<file path="config.mk">
export PLATFORM = sky130hd
export DESIGN_NAME = upe_queue
export DESIGN_NICKNAME = d
export VERILOG_FILES = /design/src/rtl/core/upe_pkg.sv /design/src/rtl/core/upe_queue.sv
export VERILOG_INCLUDE_DIRS = /design/src /design/src/rtl/core
export SDC_FILE = /design/constraint.sdc
export NUM_CORES = 1
export LEC_CHECK = 0
export ABC_CLOCK_PERIOD_IN_PS = 4950
export BUFFER_PORTS_ARGS = -buffer_cell sky130_fd_sc_hd__buf_2
export CORE_ASPECT_RATIO = 0.5
export CORE_MARGIN = 1.5
export CORE_UTILIZATION = 35
export CTS_CLUSTER_SIZE = 40
export DETAILED_ROUTE_END_ITERATION = 6
export PLACE_DENSITY = 0.69
export SYNTH_ARGS = -nofsm -noshare
export SYNTH_HDL_FRONTEND = slang
export SYNTH_SLANG_ARGS = --single-unit
</file>
<file path="constraint.sdc">
create_clock -name clk -period 4.95 [get_ports clk]
set_input_delay 1.485 -clock clk [delete_from_list [all_inputs] [get_ports clk]]
set_output_delay 1.485 -clock clk [all_outputs]
set_load 0.1 [all_outputs]
</file>
<file path="src/rtl/core/url_percent_encoder_utf8_defines.svh">
// assertion macros shared by the encoder modules
`ifndef URL_PERCENT_ENCODER_UTF8_DEFINES_SVH
`define URL_PERCENT_ENCODER_UTF8_DEFINES_SVH

// same-cycle implication, checked out of reset
`define UPE_ASSERT_NOW(lbl, clk, rstn, ante, cons, msg) \
    lbl: assert property (@(posedge clk) disable iff (!rstn) (ante) |-> (cons)) \
        else $error(msg);

// next-cycle implication, checked out of reset
`define UPE_ASSERT_NEXT(lbl, clk, rstn, ante, cons, msg) \
    lbl: assert property (@(posedge clk) disable iff (!rstn) (ante) |=> (cons)) \
        else $error(msg);

`endif

</file>
<file path="src/rtl/core/upe_pkg.sv">
package upe_pkg;

    localparam int CP_W      = 32;
    localparam int CHAR_W    = 7;
    localparam int MAX_BYTES = 4;
    localparam int NB_W      = $clog2(MAX_BYTES);
    localparam int QDEPTH    = 2;
    localparam int QPTR_W    = $clog2(QDEPTH);

    localparam logic [CHAR_W-1:0] CH_PCT   = 7'h25;
    localparam logic [CHAR_W-1:0] CH_ZERO  = 7'h30;
    localparam logic [CHAR_W-1:0] CH_A_OFS = 7'h57;

    typedef struct packed {
        logic                        pass;
        logic [NB_W-1:0]             nbytes_m1;
        logic [MAX_BYTES-1:0][7:0]   bytes;
    } upe_desc_t;

    typedef struct packed {
        logic      push;
        upe_desc_t desc;
    } upe_push_t;

    typedef struct packed {
        logic      valid;
        logic      full;
        upe_desc_t desc;
    } upe_head_t;

    function automatic logic is_pass(input logic [CP_W-1:0] c);
        logic r;
        r = (c >= 32'h30 && c <= 32'h39) || (c >= 32'h41 && c <= 32'h5a) ||
            (c >= 32'h61 && c <= 32'h7a) || c == 32'h2d || c == 32'h5f ||
            c == 32'h2e || c == 32'h7e;
        return r;
    endfunction

    function automatic logic is_dropped(input logic [CP_W-1:0] c);
        logic r;
        r = (c > 32'h10ffff) || (c[15:1] == 15'h7fff) ||
            (c >= 32'hd800 && c <= 32'hdfff) || (c >= 32'hfdd0 && c <= 32'hfdef);
        return r;
    endfunction

    function automatic upe_desc_t encode(input logic [CP_W-1:0] c);
        upe_desc_t d;
        d.pass  = is_pass(c);
        d.bytes = '0;
        if (c <= 32'h7f)
        begin
            d.nbytes_m1 = NB_W'(0);
            d.bytes[0]  = c[7:0];
        end
        else if (c <= 32'h7ff)
        begin
            d.nbytes_m1 = NB_W'(1);
            d.bytes[0]  = {3'b110, c[10:6]};
            d.bytes[1]  = {2'b10, c[5:0]};
        end
        else if (c <= 32'hffff)
        begin
            d.nbytes_m1 = NB_W'(2);
            d.bytes[0]  = {4'b1110, c[15:12]};
            d.bytes[1]  = {2'b10, c[11:6]};
            d.bytes[2]  = {2'b10, c[5:0]};
        end
        else
        begin
            d.nbytes_m1 = NB_W'(3);
            d.bytes[0]  = {5'b11110, c[20:18]};
            d.bytes[1]  = {2'b10, c[17:12]};
            d.bytes[2]  = {2'b10, c[11:6]};
            d.bytes[3]  = {2'b10, c[5:0]};
        end
        return d;
    endfunction

    function automatic logic [CHAR_W-1:0] hex_char(input logic [3:0] n);
        logic [CHAR_W-1:0] r;
        if (n < 4'd10)
            r = CH_ZERO + CHAR_W'(n);
        else
            r = CH_A_OFS + CHAR_W'(n);
        return r;
    endfunction

endpackage

</file>
<file path="src/rtl/core/upe_queue.sv">
`include "url_percent_encoder_utf8_defines.svh"

module upe_queue
    import upe_pkg::*;
(
    input  logic      clk,
    input  logic      rst_n,
    input  upe_push_t push,
    input  logic      pop,
    output upe_head_t head
);

    upe_desc_t         entries_reg [QDEPTH];
    logic [QPTR_W-1:0] wr_ptr_reg, wr_ptr_next;
    logic [QPTR_W-1:0] rd_ptr_reg, rd_ptr_next;
    logic [QPTR_W:0]   count_reg, count_next;

    assign head.valid = count_reg != '0;
    assign head.full  = count_reg == (QPTR_W+1)'(QDEPTH);
    assign head.desc  = entries_reg[rd_ptr_reg];

    always_comb
    begin
        wr_ptr_next = wr_ptr_reg;
        rd_ptr_next = rd_ptr_reg;
        count_next  = count_reg;
        if (push.push)
            wr_ptr_next = (wr_ptr_reg == QPTR_W'(QDEPTH-1)) ? '0 : wr_ptr_reg + 1'b1;
        if (pop)
            rd_ptr_next = (rd_ptr_reg == QPTR_W'(QDEPTH-1)) ? '0 : rd_ptr_reg + 1'b1;
        if (push.push && !pop)
            count_next = count_reg + 1'b1;
        else if (!push.push && pop)
            count_next = count_reg - 1'b1;
    end

    always_ff @(posedge clk or negedge rst_n)
    begin
        if (!rst_n)
        begin
            wr_ptr_reg <= '0;
            rd_ptr_reg <= '0;
            count_reg  <= '0;
        end
        else
        begin
            wr_ptr_reg <= wr_ptr_next;
            rd_ptr_reg <= rd_ptr_next;
            count_reg  <= count_next;
        end
    end

    always_ff @(posedge clk)
    begin
        if (push.push)
            entries_reg[wr_ptr_reg] <= push.desc;
    end

    `UPE_ASSERT_NOW(a_no_push_full, clk, rst_n, push.push, !head.full || pop, "push into full queue")
    `UPE_ASSERT_NOW(a_no_pop_empty, clk, rst_n, pop, head.valid, "pop from empty queue")
    `UPE_ASSERT_NEXT(a_count_up, clk, rst_n, push.push && !pop, count_reg == $past(count_reg) + 1'b1, "queue count did not grow")

endmodule

</file>
==> flow_summary.ini <==
[timing]
finalHoldViolCount = 0
finClkSkew_ns = 0.00268
timing.slew.headroom = 0.281
setup_viol = 0
finalCriticalPeriod_ns = 3.65
fin_tns_setup_ns = 0
drv_slew = 0
fmax_ghz = 0.274
rsz0062_at_grt = false
worst_pin_slew_ns = 1.08
timing.final.crit_share = 0.738

[detailed_routing]
drt-total-wl_um = 4690
wl_per_cell_um = 14.4
antenna_left = 0
vias_per_cell = 4.18
num_vias = 1358
initialDrtViolationCount = 54
dr.pass1.iters = 4
drc = 0

[critical_path]
worstSetupPathType = register to output pin
path_cells = mux2_2 -> buf_2
path_max_fanout = 36
arrival_ns = 2.17
critPathLaunchType = register
cp.required_ns = 3.46
cp_top_family = flip-flops
crit_buf_inv = 1
end_kind = output pin
slowest_delay_ns = 1.07
slowest_stage = dfrtp_2

[global_route]
grtUsageMet3 = 0.0546
grt_max_degree = 37
grt_pass1_vias = 1399
antenna_found_initial = 0
use_met2 = 0.203
grtUsageTotal = 0.112
grt_pass1_wl_um = 6890
grt_busiest_layer = met2
grt_util_met1 = 0.114
globalRouteOverflowTotal = 0

[place]
gp_congestion = 0.646
hpwl_um = 3080
numPortBuffers = 75
placed_cells = 309

[yosys]
synth.net_count = 165
synth_cell_types = 14
syn_avg_cell_area_sq_um = 22.9
synth_top_area_share = 0.734
synth-seq-area-share = 0.769
synth-seq-cells = 74
syn_area_sq_um = 2870
synthTopCellsByArea = edfxtp_1, mux2_4, dfrtp_1, mux2_2, buf_12
yosysWarnings = 0
netlist_instances = 125
yosysTopAreaCell = edfxtp_1

[cts]
post_cts_buffers = 0
cts.hold.buffers_added = 0
clock-sinks = 74
cts_buffer_depth = 2
cts_buffers = 9
htreeDepth = 3
cts_tree = done
clkTransAtPathRegs_ns = 0.05
insertion_delay_ns = 0.32
clockRootBuffer = clkbuf_16
post_cts_resize_count = 0

[final_layout]
drive_gt1_frac = 0.610
stdcell_count = 325
n_antenna_cell = 0
syn_to_final_growth_pct = 28.0
largest_reg_flops = 70
final_net_count = 248

[die]
io_pins = 76
fp.dieW_um = 131
fp.dieH_um = 67.0
initial_core_util = 0.359
coreArea_sq_um = 7970
row_count = 23
die_area_sq_um = 8770

[hold_path]
hold_path.class = register to register

[run]
cap_violations = 0

[status]
status = finished, final reports clean
==> final timing paths <==
check / start / to / slack, ns / depth (start not counted)
max: rd_ptr_reg / head[21] / 1.30 / 2
min: count_reg[1] / count_reg[1] / 0.47 / 1
max reg2reg: wr_ptr_reg / entries_reg[1][15] / 3.10 / 2
min reg2reg: count_reg[1] / count_reg[1] / 0.47 / 1
max in group asynchronous: rst_n / rd_ptr_reg / 3.85 / 1
min in group asynchronous: rst_n / count_reg[1] / 0.96 / 1
==> layout make-up <==
| cell class | count | area (sq um) |
|---|---|---|
| sequential | 74 | 2200 |
| timing repair buffer | 76 | 383 |
| fill | 690 | 4300 |
| multi-input combinational | 46 | 596 |
| tap | 112 | 140 |
| clock buffer | 9 | 225 |
| clock inverter | 7 | 118 |
| inverter | 1 | 3.75 |
==> cells in the final DEF, fill, tap and decap left out, drive strengths merged <==
| cell type | instances |
|---|---|
| xor2 | 4 |
| nor2 | 1 |
| buf | 76 |
| ha | 1 |
| and2 | 1 |
| xnor2 | 1 |
| clkbuf | 9 |
| inv | 1 |
| mux2 | 35 |
| dfrtp | 4 |
| bufinv | 3 |
| clkinv | 1 |
| nor2b | 2 |
| clkinvlp | 3 |
| or2 | 1 |
| edfxtp | 70 |
==> cell families (layout without fill, tap and decap cells) <==
logic type / count (synthesis) / in the layout / synth area share
xor+xnor: 5 / 5 / 0.0153
fa+ha+maj: 1 / 1 / 0.00437
buf+inv: 5 / 93 / 0.0262
flops: 74 / 74 / 0.769
mux: 35 / 35 / 0.176
simple gates: 5 / 5 / 0.0100
==> cells in the mapped netlist (all sizes together) <==
cell,n
inv,1
ha,1
edfxtp,70
dfrtp,4
nor2b,2
mux2,35
and2,1
or2,1
xnor2,1
xor2,4
nor2,1
buf,4
==> metrics by stage <==
stage | hold WS (ns) | utilization | setup WS, ns | instance area [sq um]
2_1_floorplan | 0.447 | - | 1.46 | 2870
5_1_grt | 0.492 | 0.460 | 1.18 | 3670
3_3_place_gp | 0.464 | 0.417 | 1.65 | 3330
6_report | 0.473 | 0.460 | 1.30 | 3670
4_1_cts | 0.480 | 0.460 | 1.27 | 3670
3_5_place_dp | 0.472 | 0.417 | 1.61 | 3330
==> per-layer routing <==
layer  vias up  routed length [um]
li1        651                   -
met2        24                2610
met3         5                 209
met4         0                  46
met5         -                   0
met1       678                1820
Power is not shown: default switching activity piles up to over one toggle a cycle in this logic, so the estimate is an artifact.
